===== src/rtl/c3ce_pkg.sv =====
// Shared constants, types and helpers of the 3x3 clamped-edge convolution block.
package c3ce_pkg;

    localparam int MAX_ORDER_DEF   = 64;
    localparam int SAMPLE_BITS_DEF = 16;
    localparam int WEIGHT_W        = 16;
    localparam int KERNEL_W        = 3 * WEIGHT_W;
    localparam int ORDER_FIELD_W   = 7;
    localparam int CFG_IDX_W       = 8;
    localparam int ORDER_RESET     = 4;
    localparam int TAPS            = 9;

    localparam logic [KERNEL_W-1:0] KERNEL_TOP_RESET    = 48'h0000_0000_0000;
    localparam logic [KERNEL_W-1:0] KERNEL_CENTRE_RESET = 48'h0000_0100_0000;
    localparam logic [KERNEL_W-1:0] KERNEL_BELOW_RESET  = 48'h0000_0000_0000;

    // Configuration register indexes.
    localparam logic [CFG_IDX_W-1:0] REG_ORDER         = 8'd0;
    localparam logic [CFG_IDX_W-1:0] REG_KERNEL_TOP    = 8'd1;
    localparam logic [CFG_IDX_W-1:0] REG_KERNEL_CENTRE = 8'd2;
    localparam logic [CFG_IDX_W-1:0] REG_KERNEL_BELOW  = 8'd3;

    // Where a sample sits relative to the matrix edges.
    typedef struct packed {
        logic r_ge1;
        logic r_ge2;
        logic r_last;
        logic c_ge1;
        logic c_ge2;
        logic c_last;
    } pos_flags_t;

    // Flags that travel with each result.
    typedef struct packed {
        logic run_last;
        logic frame_last;
    } res_tag_t;

    function automatic int idx_width(input int n);
        return (n > 1) ? $clog2(n) : 1;
    endfunction

    function automatic int value_width(input int sample_bits);
        return sample_bits + WEIGHT_W + 3;
    endfunction

endpackage


===== src/rtl/c3ce_if.sv =====
// Channel interfaces of the convolution block: samples in, results out, configuration.
interface c3ce_in_if #(
    parameter int SAMPLE_BITS = c3ce_pkg::SAMPLE_BITS_DEF
);
    logic                          valid;
    logic                          ready;
    logic signed [SAMPLE_BITS-1:0] sample;

    modport source (output valid, output sample, input ready);
    modport sink   (input valid, input sample, output ready);
endinterface



===== src/rtl/c3ce_ram.sv =====
// Single-port line memory with a registered, read-before-write data output.
module c3ce_ram #(
    parameter int DEPTH  = c3ce_pkg::MAX_ORDER_DEF,
    parameter int WIDTH  = c3ce_pkg::SAMPLE_BITS_DEF,
    parameter int ADDR_W = c3ce_pkg::idx_width(c3ce_pkg::MAX_ORDER_DEF)
) (
    input  logic              clk,
    input  logic              en,
    input  logic              we,
    input  logic [ADDR_W-1:0] addr,
    input  logic [WIDTH-1:0]  wdata,
    output logic [WIDTH-1:0]  rdata
);

    logic [WIDTH-1:0] mem [DEPTH];
    logic [WIDTH-1:0] rdata_reg;

    always_ff @(posedge clk)
    begin
        if (en)
        begin
            rdata_reg <= mem[addr];
            if (we)
            begin
                mem[addr] <= wdata;
            end
        end
    end

    assign rdata = rdata_reg;

endmodule


===== src/rtl/c3ce_line.sv =====
// Input stage: position counters and the two line memories holding the previous rows.
module c3ce_line #(
    parameter int MAX_ORDER   = c3ce_pkg::MAX_ORDER_DEF,
    parameter int SAMPLE_BITS = c3ce_pkg::SAMPLE_BITS_DEF,
    parameter int IDX_W       = c3ce_pkg::idx_width(c3ce_pkg::MAX_ORDER_DEF),
    parameter int ORD_W       = $clog2(c3ce_pkg::MAX_ORDER_DEF + 1)
) (
    input  logic                          clk,
    input  logic                          rst_n,
    c3ce_in_if.sink                       pixels,
    input  logic [ORD_W-1:0]              order,
    input  logic                          restart,
    input  logic                          take,
    output logic                          valid,
    output logic signed [SAMPLE_BITS-1:0] sample,
    output logic signed [SAMPLE_BITS-1:0] above1,
    output logic signed [SAMPLE_BITS-1:0] above2,
    output logic [IDX_W-1:0]              row,
    output logic [IDX_W-1:0]              col,
    output c3ce_pkg::pos_flags_t          flags
);

    import c3ce_pkg::*;

    logic                          accept;
    logic [IDX_W-1:0]              row_count_reg;
    logic [IDX_W-1:0]              col_count_reg;
    logic                          valid_reg;
    logic signed [SAMPLE_BITS-1:0] sample_reg;
    logic [IDX_W-1:0]              row_reg;
    logic [IDX_W-1:0]              col_reg;
    pos_flags_t                    flags_reg;
    pos_flags_t                    flags_next;
    logic [ORD_W-1:0]              last_idx;
    logic [SAMPLE_BITS-1:0]        rd_even;
    logic [SAMPLE_BITS-1:0]        rd_odd;

    assign accept       = pixels.valid && pixels.ready;
    assign pixels.ready = !valid_reg || take;
    assign last_idx     = order - 1'b1;

    always_comb
    begin
        flags_next.r_ge1  = (row_count_reg != '0);
        flags_next.r_ge2  = (int'(row_count_reg) >= 2);
        flags_next.r_last = (ORD_W'(row_count_reg) == last_idx);
        flags_next.c_ge1  = (col_count_reg != '0);
        flags_next.c_ge2  = (int'(col_count_reg) >= 2);
        flags_next.c_last = (ORD_W'(col_count_reg) == last_idx);
    end

    always_ff @(posedge clk or negedge rst_n)
    begin
        if (!rst_n)
        begin
            row_count_reg <= '0;
            col_count_reg <= '0;
            valid_reg     <= 1'b0;
        end
        else
        begin
            if (restart)
            begin
                row_count_reg <= '0;
                col_count_reg <= '0;
            end
            else if (accept)
            begin
                if (flags_next.c_last)
                begin
                    col_count_reg <= '0;
                    row_count_reg <= flags_next.r_last ? '0 : row_count_reg + 1'b1;
                end
                else
                begin
                    col_count_reg <= col_count_reg + 1'b1;
                end
            end

            if (accept)
            begin
                valid_reg <= 1'b1;
            end
            else if (take)
            begin
                valid_reg <= 1'b0;
            end
        end
    end

    always_ff @(posedge clk)
    begin
        if (accept)
        begin
            sample_reg <= pixels.sample;
            row_reg    <= row_count_reg;
            col_reg    <= col_count_reg;
            flags_reg  <= flags_next;
        end
    end

    // Even rows live in one bank and odd rows in the other, so the bank of the
    // current row still holds the row two above until it is overwritten.
    c3ce_ram #(
        .DEPTH  (MAX_ORDER),
        .WIDTH  (SAMPLE_BITS),
        .ADDR_W (IDX_W)
    ) u_bank_even (
        .clk   (clk),
        .en    (accept),
        .we    (!row_count_reg[0]),
        .addr  (col_count_reg),
        .wdata (pixels.sample),
        .rdata (rd_even)
    );

    c3ce_ram #(
        .DEPTH  (MAX_ORDER),
        .WIDTH  (SAMPLE_BITS),
        .ADDR_W (IDX_W)
    ) u_bank_odd (
        .clk   (clk),
        .en    (accept),
        .we    (row_count_reg[0]),
        .addr  (col_count_reg),
        .wdata (pixels.sample),
        .rdata (rd_odd)
    );

    assign valid  = valid_reg;
    assign sample = sample_reg;
    assign above2 = row_reg[0] ? $signed(rd_odd) : $signed(rd_even);
    assign above1 = row_reg[0] ? $signed(rd_even) : $signed(rd_odd);
    assign row    = row_reg;
    assign col    = col_reg;
    assign flags  = flags_reg;

endmodule


===== src/flat_wrapper.sv =====
// flat-port wrapper written by rule: the top's interface ports become plain ports
module c3ce_line_flat import c3ce_pkg::*;
#(
    parameter int MAX_ORDER   = c3ce_pkg::MAX_ORDER_DEF,
    parameter int SAMPLE_BITS = c3ce_pkg::SAMPLE_BITS_DEF,
    parameter int IDX_W       = c3ce_pkg::idx_width(c3ce_pkg::MAX_ORDER_DEF),
    parameter int ORD_W       = $clog2(c3ce_pkg::MAX_ORDER_DEF + 1)
)
  (clk, rst_n, order, restart, take, valid, sample, above1, above2, row, col, flags, pixels_valid, pixels_sample, pixels_ready);
  c3ce_in_if #(.SAMPLE_BITS(SAMPLE_BITS)) pixels_i ();
  input  logic clk;
  input  logic rst_n;
  input  logic [ORD_W-1:0] order;
  input  logic restart;
  input  logic take;
  output logic valid;
  output logic signed [SAMPLE_BITS-1:0] sample;
  output logic signed [SAMPLE_BITS-1:0] above1;
  output logic signed [SAMPLE_BITS-1:0] above2;
  output logic [IDX_W-1:0] row;
  output logic [IDX_W-1:0] col;
  output c3ce_pkg::pos_flags_t flags;
  input wire logic [$bits(pixels_i.valid)-1:0] pixels_valid;
  input wire logic [$bits(pixels_i.sample)-1:0] pixels_sample;
  output wire logic [$bits(pixels_i.ready)-1:0] pixels_ready;
  assign pixels_i.valid = pixels_valid;
  assign pixels_i.sample = pixels_sample;
  assign pixels_ready = pixels_i.ready;
  c3ce_line #(.MAX_ORDER(MAX_ORDER), .SAMPLE_BITS(SAMPLE_BITS), .IDX_W(IDX_W), .ORD_W(ORD_W)) u_core (.clk(clk), .rst_n(rst_n), .pixels(pixels_i), .order(order), .restart(restart), .take(take), .valid(valid), .sample(sample), .above1(above1), .above2(above2), .row(row), .col(col), .flags(flags));
endmodule

===== config.mk =====
export PLATFORM = sky130hd
export DESIGN_NAME = c3ce_line_flat
export DESIGN_NICKNAME = d
export VERILOG_FILES = /design/src/rtl/c3ce_pkg.sv /design/src/rtl/c3ce_if.sv /design/src/rtl/c3ce_ram.sv /design/src/rtl/c3ce_line.sv /design/src/flat_wrapper.sv
export SDC_FILE = /design/constraint.sdc
export NUM_CORES = 2
export LEC_CHECK = 0
export BUFFER_PORTS_ARGS = -buffer_cell sky130_fd_sc_hd__buf_4
export CAP_MARGIN = 30
export CORE_ASPECT_RATIO = 1.5
export CORE_MARGIN = 2
export CORE_UTILIZATION = 50
export CTS_BUF_LIST = sky130_fd_sc_hd__clkbuf_8 sky130_fd_sc_hd__clkbuf_16
export DETAILED_ROUTE_END_ITERATION = 6
export PLACE_DENSITY = 0.66
export SYNTH_ARGS = -nofsm -noshare
export SYNTH_HDL_FRONTEND = slang
export SYNTH_SLANG_ARGS = --single-unit

===== constraint.sdc =====
create_clock -name clk -period 3.9 [get_ports clk]
set_input_delay 0.39 -clock clk [delete_from_list [all_inputs] [get_ports clk]]
set_output_delay 0.39 -clock clk [all_outputs]
set_load 0.01 [all_outputs]

==> impl_metrics.json <==
{
  "status": "complete, but fails checks",
  "failed_checks": "DRC",
  "grt_pass1_vias": 46787,
  "largestRegisters": "u_core.u_bank_even.mem: 1024 flops, u_core.u_bank_odd.mem: 1024 flops",
  "fillCellCount": 11805,
  "ys_async_sr_fraction": 0.00611,
  "nNetsFinal": 4926,
  "finalWirelength_um": 261000,
  "hold-path-endpoint": "u_core.u_bank_odd.mem[24][7]",
  "synth_area_sq_mm": 0.0819,
  "clockPowerShare": 0.389,
  "p_sw_w": 0.0103,
  "die_h_um": 500,
  "dieArea_sq_mm": 0.167,
  "fmax_mhz": 260,
  "antenna_found_initial": 25,
  "p_per_area_mw_per_mm2": 490,
  "yosysWarnings": 0,
  "start_kind": "flop",
  "post_cts_resized": 0,
  "leakagePower_nw": 30.3,
  "tightest_slew_ps": 1100,
  "r2r_cells": 8,
  "synth_most_common_cell": "edfxtp_1",
  "die_w_um": 334,
  "clock-root-buffer": "clkbuf_16",
  "routedWlPerCell_um": 36.5,
  "worst_ep_required_time_ps": 4470,
  "drc_errors": 1,
  "slew_viol_final": 0,
  "post_cts_buffers": 0,
  "place_congestion": 0.932,
  "grt_first_pass_wirelength_um": 362000,
  "arrival_ps": 4410,
  "ys_ff_latch": 2127,
  "seq_power_share": 0.548,
  "netSwitchingFraction": 0.224,
  "yosysSeqAreaShare": 0.779,
  "relSlewSlack": 0.269,
  "worstPathMaxFanout": 35,
  "grt_remaining_overflow": 0,
  "dp_hpwl_um": 166000,
  "synth_cells": 4450,
  "num_io_pins": 96,
  "min_period_ps": 3840,
  "synthTopCellsByArea": "edfxtp_1, mux4_2, a221oi_1",
  "holdPathStages": 1,
  "num_vias": 48767,
  "p_comb_frac": 0.063,
  "gr-usage-all-layers": 0.309,
  "synth_cell_types": 69,
  "intPower_w": 0.0359,
  "rr_startpoint": "u_core.col_count_reg[1]",
  "path_clk_slew_ps": 70,
  "synth_commonest_cells": "edfxtp_1, nor2_1, a221oi_1",
  "synth_top_area_frac": 0.775,
  "drtPass1Iterations": 7,
  "cp-end-kind": "flop",
  "initial_core_util": 0.504,
  "syn_avg_cell_area_sq_um": 18.4,
  "hold_violations": 0,
  "syn-num-nets": 4485,
  "drive_above_1_share": 0.238,
  "hold_class": "in2reg",
  "cts_sinks": 2127,
  "maxCapViolations": 0,
  "critical_path_class": "reg2reg",
  "io_buffers": 95,
  "core_area_sq_mm": 0.162,
  "area_growth_pct": 15.1,
  "rsz0062_at_grt": "no",
  "synth_top_cell_by_area": "edfxtp_1",
  "grt_max_degree": 87,
  "startpoint": "u_core.col_count_reg[1]",
  "synth_edf_count": 2114,
  "cts.path.max_buffers": 3,
  "clkLatencyLatePin_ps": 850,
  "cts_tree": "done",
  "rrSetupSlack_ps": 60,
  "reg2reg_to": "u_core.u_bank_odd.rdata[6]",
  "max-vdd-ir-drop_mv": 0.552,
  "drt_iter0_markers": 7473,
  "min_from": "pixels_sample[7]",
  "std_cell_rows": 181,
  "cts_max_level": 4,
  "fin_total_pwr_w": 0.0462,
  "finClkSkew_ps": 33.9,
  "cts_buffers": 185,
  "ant_nets": 0,
  "fin_crit_sh": 0.984,
  "setup_tns_ps": 0,
  "finalSetupViolations": 0,
  "ys.flop_type": "edfxtp_1",
  "viasPerCell": 6.81
}
per-layer routing:
layer,global-route usage,up-vias,routed length (um),part of all wire
li1,-,19250,-,-
met1,0.398,25135,91300,0.35
met2,0.490,3615,123000,0.47
met3,0.0692,739,30100,0.12
met4,0.173,28,16500,0.063
met5,0,-,184,0.00070
kinds of logic after synthesis:
| group | share of synthesized area |
|---|---|
| compound gates | 0.0808 |
| xor+xnor | 0.00177 |
| fa+ha+maj | 0.00107 |
| buf+inv | 0.0162 |
| flops | 0.779 |
| mux | 0.0909 |
| simple gates | 0.0303 |
layout make-up:
cell class | count | area [sq um] | share of cell area
sequential | 2127 | 63800 | 0.677
multi-input combinational | 2002 | 17000 | 0.180
timing repair buffer | 563 | 5000 | 0.0530
clock buffer | 187 | 4680 | 0.0496
tap | 2104 | 2630 | 0.0279
clock inverter | 149 | 1130 | 0.0120
inverter | 12 | 56.3 | 0.000597
antenna | 13 | 32.5 | 0.000345
stage by stage:
stage / instance area (sq um) / instances / hold slack (ps) / util / setup slack (ps)
6_report: 94300 / 7157 / 104 / 0.581 / 61.1
5_1_grt: 94300 / 7145 / 104 / 0.581 / 43.3
4_1_cts: 94200 / 7140 / 81.6 / 0.580 / 249
3_5_place_dp: 88300 / 6798 / 263 / 0.544 / 281
3_3_place_gp: 88300 / 6797 / 263 / 0.544 / 248
2_1_floorplan: 81900 / 4450 / 94.4 / - / 611
critical path, cell delays in order, from the launching register on:
cell and delay (ps):
dfrtp_4 730, buf_12 240, buf_12 270, buf_12 280, mux2i_1 270, o22ai_1 110, o21ai_0 700, o21ai_0 290
or4_1 570
worst max path at each step:
| stage | to | slack [ps] | cells after the start |
|---|---|---|---|
| 4_1_cts | u_core.u_bank_odd.rdata[6] | 250 | 8 |
| 3_3_place_gp | u_core.u_bank_even.rdata[7] | 250 | 7 |
| 2_1_floorplan | u_core.col_count_reg[2] | 610 | 6 |
| 3_5_place_dp | u_core.u_bank_odd.rdata[6] | 280 | 8 |
| 6_report | u_core.u_bank_odd.rdata[6] | 60 | 8 |
| 5_1_grt | u_core.u_bank_odd.rdata[6] | 40 | 8 |
cell usage in the layout (no fill, tap or decap), types with 43 or more instances in the layout:
cell and instances:
inv_1 43, a221oi_1 277, o22ai_1 90, mux2i_1 200, clkinv_1 56, nor2_1 268
a22oi_1 123, a21oi_1 98, clkbuf_16 187, nand2_1 151, buf_4 494, o21ai_0 103
mux4_2 159, mux2_2 165, edfxtp_1 2114, buf_12 59
repair_timing:
| item | 4_1_cts | 5_1_grt |
|---|---|---|
| endpoints found under the hold margin | 32 | 5 |
| setup endpoints to repair | 0 | 0 |
| hold buffers | 6 | 1 |
power groups by stage:
stage	combinational, W	clock, W	sequential (W)
after floorplan	0.00127	0	0.0257
after global placement	0.00281	0	0.0258
after detailed placement	0.00285	0	0.0258
after CTS	0.00287	0.0180	0.0253
after global routing	0.00300	0.0188	0.0253
final	0.00292	0.0180	0.0253
No activity file was read; power rests on OpenSTA's default activity.
