`src/rtl/c3ce_pkg.sv`:
```
// Shared constants, types and helpers of the 3x3 clamped-edge convolution block.
package c3ce_pkg;

    localparam int MAX_ORDER_DEF   = 64;
    localparam int SAMPLE_BITS_DEF = 16;
    localparam int WEIGHT_W        = 16;
    localparam int KERNEL_W        = 3 * WEIGHT_W;
    localparam int ORDER_FIELD_W   = 7;
    localparam int CFG_IDX_W       = 8;
    localparam int ORDER_RESET     = 4;
    localparam int TAPS            = 9;

    localparam logic [KERNEL_W-1:0] KERNEL_TOP_RESET    = 48'h0000_0000_0000;
    localparam logic [KERNEL_W-1:0] KERNEL_CENTRE_RESET = 48'h0000_0100_0000;
    localparam logic [KERNEL_W-1:0] KERNEL_BELOW_RESET  = 48'h0000_0000_0000;

    // Configuration register indexes.
    localparam logic [CFG_IDX_W-1:0] REG_ORDER         = 8'd0;
    localparam logic [CFG_IDX_W-1:0] REG_KERNEL_TOP    = 8'd1;
    localparam logic [CFG_IDX_W-1:0] REG_KERNEL_CENTRE = 8'd2;
    localparam logic [CFG_IDX_W-1:0] REG_KERNEL_BELOW  = 8'd3;

    // Where a sample sits relative to the matrix edges.
    typedef struct packed {
        logic r_ge1;
        logic r_ge2;
        logic r_last;
        logic c_ge1;
        logic c_ge2;
        logic c_last;
    } pos_flags_t;

    // Flags that travel with each result.
    typedef struct packed {
        logic run_last;
        logic frame_last;
    } res_tag_t;

    function automatic int idx_width(input int n);
        return (n > 1) ? $clog2(n) : 1;
    endfunction

    function automatic int value_width(input int sample_bits);
        return sample_bits + WEIGHT_W + 3;
    endfunction

endpackage

```
`src/rtl/c3ce_win.sv`:
```
// 3x3 window and result sequencer: picks the clamped operands for each result position.
module c3ce_win #(
    parameter int SAMPLE_BITS = c3ce_pkg::SAMPLE_BITS_DEF,
    parameter int IDX_W       = c3ce_pkg::idx_width(c3ce_pkg::MAX_ORDER_DEF)
) (
    input  logic                          clk,
    input  logic                          rst_n,
    input  logic                          in_valid,
    input  logic signed [SAMPLE_BITS-1:0] sample,
    input  logic signed [SAMPLE_BITS-1:0] above1,
    input  logic signed [SAMPLE_BITS-1:0] above2,
    input  logic [IDX_W-1:0]              row,
    input  logic [IDX_W-1:0]              col,
    input  c3ce_pkg::pos_flags_t          flags,
    output logic                          take,
    output logic                          op_valid,
    input  logic                          op_ready,
    output logic signed [SAMPLE_BITS-1:0] ops [c3ce_pkg::TAPS],
    output logic [IDX_W-1:0]              pr,
    output logic [IDX_W-1:0]              pc,
    output c3ce_pkg::res_tag_t            tag
);

    import c3ce_pkg::*;

    localparam logic [1:0] POS_OLD = 2'd0;
    localparam logic [1:0] POS_MID = 2'd1;
    localparam logic [1:0] POS_NEW = 2'd2;

    logic signed [SAMPLE_BITS-1:0] win_reg [TAPS];
    logic                          g_valid_reg;
    logic                          a_idx_reg;
    logic                          b_idx_reg;
    pos_flags_t                    gflags_reg;
    logic [IDX_W-1:0]              grow_reg;
    logic [IDX_W-1:0]              gcol_reg;

    logic                          two_rows;
    logic                          two_cols;
    logic                          last;
    logic                          issue;
    logic                          done;
    logic                          has_results;
    logic                          pr_is_cur;
    logic                          pc_is_cur;
    logic [1:0]                    rsel [3];
    logic [1:0]                    csel [3];
    logic signed [SAMPLE_BITS-1:0] rowv [3][3];

    function automatic logic signed [SAMPLE_BITS-1:0] pick3(
        input logic signed [SAMPLE_BITS-1:0] v0,
        input logic signed [SAMPLE_BITS-1:0] v1,
        input logic signed [SAMPLE_BITS-1:0] v2,
        input logic [1:0]                    sel
    );
        logic signed [SAMPLE_BITS-1:0] res;
        case (sel)
            POS_OLD: res = v0;
            POS_MID: res = v1;
            default: res = v2;
        endcase
        return res;
    endfunction

    assign two_rows    = gflags_reg.r_ge1 && gflags_reg.r_last;
    assign two_cols    = gflags_reg.c_ge1 && gflags_reg.c_last;
    assign last        = (a_idx_reg == two_rows) && (b_idx_reg == two_cols);
    assign issue       = g_valid_reg && op_ready;
    assign done        = !g_valid_reg || (op_ready && last);
    assign take        = in_valid && done;
    assign has_results = (flags.r_ge1 || flags.r_last) && (flags.c_ge1 || flags.c_last);

    // The position is on the newest row when it is the second of two rows or
    // when there is no row above to finish.
    assign pr_is_cur = a_idx_reg || !gflags_reg.r_ge1;
    assign pc_is_cur = b_idx_reg || !gflags_reg.c_ge1;

    always_comb
    begin
        rsel[0] = pr_is_cur ? (gflags_reg.r_ge1 ? POS_MID : POS_NEW)
                            : (gflags_reg.r_ge2 ? POS_OLD : POS_MID);
        rsel[1] = pr_is_cur ? POS_NEW : POS_MID;
        rsel[2] = POS_NEW;
        csel[0] = pc_is_cur ? (gflags_reg.c_ge1 ? POS_MID : POS_NEW)
                            : (gflags_reg.c_ge2 ? POS_OLD : POS_MID);
        csel[1] = pc_is_cur ? POS_NEW : POS_MID;
        csel[2] = POS_NEW;
        for (int i = 0; i < 3; i++)
        begin
            for (int k = 0; k < 3; k++)
            begin
                rowv[i][k] = pick3(win_reg[k], win_reg[3 + k], win_reg[6 + k], rsel[i]);
            end
        end
        for (int i = 0; i < 3; i++)
        begin
            for (int j = 0; j < 3; j++)
            begin
                ops[3 * i + j] = pick3(rowv[i][0], rowv[i][1], rowv[i][2], csel[j]);
            end
        end
    end

    always_ff @(posedge clk or negedge rst_n)
    begin
        if (!rst_n)
        begin
            g_valid_reg <= 1'b0;
            a_idx_reg   <= 1'b0;
            b_idx_reg   <= 1'b0;
        end
        else if (take)
        begin
            g_valid_reg <= has_results;
            a_idx_reg   <= 1'b0;
            b_idx_reg   <= 1'b0;
        end
        else if (issue)
        begin
            if (last)
            begin
                g_valid_reg <= 1'b0;
            end
            else if (b_idx_reg != two_cols)
            begin
                b_idx_reg <= 1'b1;
            end
            else
            begin
                b_idx_reg <= 1'b0;
                a_idx_reg <= 1'b1;
            end
        end
    end

    // The window moves one column each time a sample enters it.
    always_ff @(posedge clk)
    begin
        if (take)
        begin
            for (int k = 0; k < 3; k++)
            begin
                win_reg[3 * k]     <= win_reg[3 * k + 1];
                win_reg[3 * k + 1] <= win_reg[3 * k + 2];
            end
            win_reg[2] <= above2;
            win_reg[5] <= above1;
            win_reg[8] <= sample;
            gflags_reg <= flags;
            grow_reg   <= row;
            gcol_reg   <= col;
        end
    end

    assign op_valid       = g_valid_reg;
    assign pr             = pr_is_cur ? grow_reg : grow_reg - 1'b1;
    assign pc             = pc_is_cur ? gcol_reg : gcol_reg - 1'b1;
    assign tag.run_last   = last;
    assign tag.frame_last = pr_is_cur && gflags_reg.r_last && pc_is_cur && gflags_reg.c_last;

endmodule

```
`config.mk`:
```
export PLATFORM = sky130hd
export DESIGN_NAME = c3ce_win
export DESIGN_NICKNAME = d
export VERILOG_FILES = /design/src/rtl/c3ce_pkg.sv /design/src/rtl/c3ce_win.sv
export SDC_FILE = /design/constraint.sdc
export NUM_CORES = 1
export LEC_CHECK = 0
export BUFFER_PORTS_ARGS = -buffer_cell sky130_fd_sc_hd__buf_2
export CAP_MARGIN = 20
export CORE_MARGIN = 2
export CORE_UTILIZATION = 50
export DETAILED_ROUTE_END_ITERATION = 10
export GPL_TIMING_DRIVEN = 0
export PLACE_DENSITY = 0.76
export SLEW_MARGIN = 0
export SYNTH_ARGS = -nofsm -noshare
export SYNTH_HDL_FRONTEND = slang
export SYNTH_SLANG_ARGS = --single-unit
```
`constraint.sdc`:
```
create_clock -name clk -period 8.4 [get_ports clk]
set_input_delay 1.68 -clock clk [delete_from_list [all_inputs] [get_ports clk]]
set_output_delay 1.68 -clock clk [all_outputs]
set_load 0.005 [all_outputs]
```
==> impl_metrics.yaml, run 1 <==
power_and_ir_drop:
  power.switching_w: 0.001390
  internal_power_w: 0.002358
  clkPwrFrac: 0.237
  swShare: 0.3709
  total_power_w: 0.003748
  power_density_nw_per_um2: 343.8
  pwr-share-comb: 0.418
  peakVddDrop_v: 0.0001814
  p_seq_frac: 0.345
  leakagePower_nw: 4.660
logic_synthesis:
  synth_nets: 865
  synth_cells: 793
  yosys.area_share.simple: 0.1219
  synth_top_family_by_area: "simple AND/OR/NAND/NOR gates"
  yosysSeqAreaShare: 0.5637
  synth_mux_area_frac: 0.08381
  ys_ff_latch: 165
  synth-edff-count: 162
  yosysWarningCount: 0
  synthArstFlopShare: 0.01818
  synth-main-ff-cell: "edfxtp_1"
  synth.avg_cell_area_um2: 11.05
  ys_types: 45
  synth_compound_gate_area_share: 0.1161
  synth-xor-area-share: 0.01099
  synth.cell_area_um2: 8763
  synthAdderAreaFrac: 0.002856
status:
  status: "complete, no violations"
die:
  die-area_um2: 18600
  core_um2: 17240
  die_w_um: 136.4
  rows: 48
  start_util: 0.5084
  boundaryPins: 230
  die_h_um: 136.4
flow_run:
  cap_violations: 0
route:
  routedWlPerCell_um: 22.56
  viasPerCell: 5.954
  drt_iter0_markers: 1107
  routed_wl_um: 28900
  ant_nets: 0
  drcViolationCount: 0
  drtPass1Iterations: 5
  route.vias.total: 7627
setup_path:
  path_cells: "buf_2 -> inv_1 -> o21ai_0 -> and2_4 -> buf_12 -> buf_2"
  crit_buf_inv: 4
  crit_slowest_cell: "and2_4"
  path_class: "in2out"
  cp_common_cell: "buf_2"
  max_stage_delay_ns: 0.65
  crit_family: "buffers and inverters"
  cp.required_ns: 6.72
  startpoint_type: "input port"
  crit_path_end_kind: "output port"
  crit_fanout: 49
  cp.arrival_ns: 3.23
clock_tree:
  cts_hold_buf: 0
  path_clk_slew_ns: 0.07
  cts_max_path_buffers: 2
  htreeDepth: 4
  root_buffer: "clkbuf_16"
  cts_setup_buffers: 0
  ctsResizeCount: 0
  cts.sinks: 165
  cts_tree: "done"
  numCtsBuffers: 17
  worstSkewPairLatency_ns: 0.44
cells_and_area:
  largest_register_ffs: 144
  diodes: 0
  design_area_um2: 10900
  area_growth_pct: 24.39
  layout-drive-gt1-share: 0.3561
  finalNonFillerCells: 1281
  final_nets: 1115
timing:
  fin_crit_ns: 4.911
  relSlewSlack: 0.3505
  rsz0062_at_grt: "no"
  fin_ws_ns: 3.489
  setup_violations: 0
  hold_viol: 0
  worst_slew_pin_slew_ns: 0.9742
  slew_violations: 0
  fmax_ghz: 0.2036
  hold_ws_ns: 0.4488
  finClkSkew_ns: 0.006105
  period_share: 0.5847
global_routing:
  grt_max_degree: 72
  grt_pass1_vias: 7260
  grt_usage: 0.3075
  grt_pass1_wl_um: 41350
  antenna_found_initial: 0
  overflow: 0
place:
  io_buffers: 229
  dp_hpwl_um: 19210
  gp_congestion: 0.8817
  placedInstanceArea_um2: 10240
  pre_cts_ws_ns: 3.498
  dp_cells: 1249
min_path:
  hold_class: "reg2reg"
worst paths after layout:
kind                                     startpoint                  endpoint  slack, ns  depth (start not counted)
hold reg to reg            win_reg[1][14]$_DFFE_PP_  win_reg[0][14]$_DFFE_PP_       0.45                          0
hold / removal             win_reg[1][14]$_DFFE_PP_  win_reg[0][14]$_DFFE_PP_       0.45                          0
min in group asynchronous                     rst_n     a_idx_reg$_DFFE_PN0P_       1.03                          1
setup reg to reg              a_idx_reg$_DFFE_PN0P_     grow_reg[1]$_DFFE_PP_       5.58                          6
max in group asynchronous                     rst_n     b_idx_reg$_DFFE_PN0P_       7.27                          1
setup / recovery                           op_ready                      take       3.49                          6
power by group through the flow:
stage	Clock, W	Combinational [W]	Sequential (W)
3_5_place_dp	0	0.00152	0.00130
6_report	0.000890	0.00157	0.00129
5_1_grt	0.000920	0.00166	0.00131
4_1_cts	0.000886	0.00154	0.00128
2_1_floorplan	0	0.000897	0.00129
3_3_place_gp	0	0.00149	0.00134
layer usage:
| layer | share of wire | global-route usage | vias to the layer above | wire length (um) |
|---|---|---|---|---|
| li1 | - | - | 3301 | - |
| met1 | 0.37 | 0.3969 | 3610 | 10790 |
| met2 | 0.46 | 0.4835 | 608 | 13370 |
| met3 | 0.12 | 0.08613 | 108 | 3557 |
| met4 | 0.041 | 0.1400 | 0 | 1192 |
| met5 | 0 | 0 | - | 0 |
worst reg2reg max path: stages (launching register included):
cell      delay (ns)
dfrtp_1         0.51
clkbuf_2        0.29
and3_1          0.18
o211ai_1        0.14
o21ai_0         0.24
and2_4          0.65
buf_16          0.40
cells in the mapped netlist (all sizes together) (6+ instances only):
library cell  number  share of area
buf               90          0.072
nor2              63          0.027
edfxtp           162           0.56
nand2            147          0.063
xnor2              6         0.0060
mux2i             70          0.080
nand3              6         0.0034
o22a              13          0.013
a31o              22          0.022
a31oi             25          0.018
o221ai            27          0.027
inv               53          0.023
clkbuf            13         0.0057
nand3b             9         0.0081
o211ai            15          0.013
o21ai             28          0.016
logic make-up (layout without fill, tap and decap cells):
kind of cell	Yosys count	in the layout
mux	72	72
xor+xnor	11	11
simple gates	249	249
compound gates	138	138
fa+ha+maj	2	2
buf+inv	156	419
flops	165	165
cell type report:
class	count	area, um2
Clock buffer	18	429.2
Inverter	53	198.9
Multi-Input combinational cell	472	2944
Tap cell	225	281.5
Clock inverter	14	230.2
Buffer	103	683.2
Sequential cell	165	4940
Fill cell	1408	6336
Timing Repair Buffer	231	1194
through the flow:
stage | TNS (ns) | util
final | 0 | 0.6324
after global routing | 0 | 0.6324
after CTS | 0 | 0.6324
after detailed placement | 0 | 0.5941
after global placement | -1.340 | 0.5912
after floorplan | 0 | -
placed cells by master, fill, tap and decap left out, drive strengths merged, types with 5 or more instances in the layout:
cell type / instances
edfxtp: 162
buf: 321
o21ai: 28
nand3: 6
o22a: 13
nand2: 147
nand4b: 5
bufinv: 6
mux2i: 70
a31oi: 25
a31o: 22
nor2: 63
nand3b: 9
inv: 54
clkinv: 5
xor2: 5
xnor2: 6
o221ai: 27
clkbuf: 31
o211ai: 15
Power figures use the tool's default switching activity.
==> run 2, diff against run 1 <==
- CORE_UTILIZATION: 50 -> 48
- PLACE_DENSITY: 0.76 -> 0.77
- clock period: 8.4 -> 4.26 ns (I/O delays scaled with it)
==> run 2 against run 1 <==
Against the previous run:
- routed wire length shrank 0.89%
- sequential cell count is the same
- sequential power grew 98%
- global-route usage shrank 1.9 points
- critical endpoint is now ops[125]
==> impl_metrics.yaml, run 2 (same netlist as run 1, synthesis figures left out) <==
cells_and_area:
  area_growth_pct: 22.69
  num-fill-cells: 1526
  largest_register_ffs: 144
  diodes: 0
  finalNonFillerCells: 1284
  final_common_cell: "buf_2"
  layout-drive-gt1-share: 0.3545
  final_cell_mix: "buf_2, edfxtp_1, nand2_1"
  final_nets: 1115
setup_path:
  crit_fanout: 10
  path_cells: "buf_2 -> buf_1 -> o221ai_1 -> o21ai_0 -> buf_2"
  endpoint: "ops[125]"
  crit_slowest_cell: "buf_1"
  path_class: "reg2out"
  max_stage_delay_ns: 0.68
  reg2regPathDepth: 6
  r2r-start: "a_idx_reg$_DFFE_PN0P_"
  crit_path_end_kind: "output port"
  crit_path_start: "gflags_reg[5]$_DFFE_PP_"
  r2r_slack_ns: 1.59
  r2r_end: "win_reg[4][14]$_DFFE_PP_"
  cp_common_cell: "buf_2"
  cp.arrival_ns: 2.71
  startpoint_type: "register"
  cp.required_ns: 3.41
global_routing:
  antenna_found_initial: 0
  grt_max_degree: 65
  grt_pass1_vias: 7196
  grt_pass1_wl_um: 41630
  grt_usage: 0.2884
  overflow: 0
route:
  ant_nets: 0
  viasPerCell: 5.861
  routed_wl_um: 28650
  drcViolationCount: 0
  drt_iter0_markers: 1086
  routedWlPerCell_um: 22.31
  route.vias.total: 7525
  drtPass1Iterations: 5
die:
  die_h_um: 139.1
  boundaryPins: 230
  die_w_um: 139.1
  start_util: 0.4878
  rows: 49
  die-area_um2: 19350
  core_um2: 17960
timing:
  finClkSkew_ns: 0.007650
  setup_violations: 0
  slew_violations: 0
  hold_ws_ns: 0.1966
  rsz0062_at_grt: "no"
  fmax_ghz: 0.2810
  period_share: 0.8355
  fin_crit_ns: 3.559
  hold_viol: 0
  worst_slew_pin_slew_ns: 0.9173
  relSlewSlack: 0.3885
clock_tree:
  path_clk_slew_ns: 0.06
  cts.sinks: 165
  worstSkewPairLatency_ns: 0.44
  root_buffer: "clkbuf_16"
  cts_tree: "done"
  cts_max_path_buffers: 2
  ctsResizeCount: 0
  numCtsBuffers: 17
  htreeDepth: 4
  cts_hold_buf: 0
  cts_setup_buffers: 0
place:
  gp_congestion: 0.8877
  dp_cells: 1253
  io_buffers: 229
  dp_hpwl_um: 19530
power_and_ir_drop:
  total_power_w: 0.006979
  power_density_nw_per_um2: 649.1
  leakagePower_nw: 4.591
  peakVddDrop_v: 0.0003658
min_path:
  hold_class: "in2async"
status:
  status: "complete, no violations"
flow_run:
  cap_violations: 0
run 2: changes by cell type in the layout (fill, tap and decap cells not counted), sizes merged:
cell	previous run	this run
bufinv	6	0
clkinv	5	10
clkinvlp	2	3
inv	54	53
run 2: cell type report:
| class | instances | area (um2) | area share |
|---|---|---|---|
| clock inverter | 13 | 68.82 | 0.006401 |
| clock buffer | 18 | 429.2 | 0.03992 |
| inverter | 53 | 198.9 | 0.01850 |
| tap | 229 | 286.5 | 0.02665 |
| multi-input combinational | 472 | 2944 | 0.2738 |
| timing repair buffer | 231 | 1201 | 0.1117 |
| buffer | 103 | 683.2 | 0.06354 |
| sequential | 165 | 4940 | 0.4594 |
run 2: critical path, delay by kind of cell (launching register included):
family                 cells  cell delay, ns
AO/OA/AOI/OAI              2            0.76
buffers and inverters      3            1.10
flip-flops                 1            0.40
run 2: where the power goes:
part / leakage (nW) / total (W) / internal [W] / switching, W
clock network: 0.243 / 0.00136 / 0.000725 / 0.000634
logic: 2.81 / 0.00307 / 0.00129 / 0.00179
registers: 1.54 / 0.00255 / 0.00227 / 0.000274
total: 4.59 / 0.00698 / 0.00428 / 0.00269
run 2: worst min-delay path by stage:
stage	from	end	slack, ns
finish	rst_n	b_idx_reg$_DFFE_PN0P_	0.20
global route	rst_n	a_idx_reg$_DFFE_PN0P_	0.20
floorplan	win_reg[2][0]$_DFFE_PP_	win_reg[1][0]$_DFFE_PP_	0.43
global placement	win_reg[1][14]$_DFFE_PP_	win_reg[0][14]$_DFFE_PP_	0.43
CTS	rst_n	b_idx_reg$_DFFE_PN0P_	0.19
detailed placement	win_reg[2][12]$_DFFE_PP_	win_reg[1][12]$_DFFE_PP_	0.44
run 2: per-layer routing:
layer  vias to the layer above  global-route usage  wire length, um
li1                       3310                   -                -
met1                      3571              0.3776            10900
met2                       555              0.4631            13460
met3                        89             0.06077             3233
met4                         0              0.1334             1052
met5                         -                   0                0
run 2: stage by stage:
| stage | setup TNS [ns] | setup WS (ns) | instance area (um2) | utilization |
|---|---|---|---|---|
| floorplan | 0 | 0.3364 | 8765 | - |
| global placement | -32.23 | -0.9891 | 10200 | 0.5677 |
| detailed placement | 0 | 1.322 | 10250 | 0.5708 |
| CTS | 0 | 0.8305 | 10750 | 0.5985 |
| global route | 0 | 0.6364 | 10750 | 0.5985 |
| finish | 0 | 0.7007 | 10750 | 0.5985 |
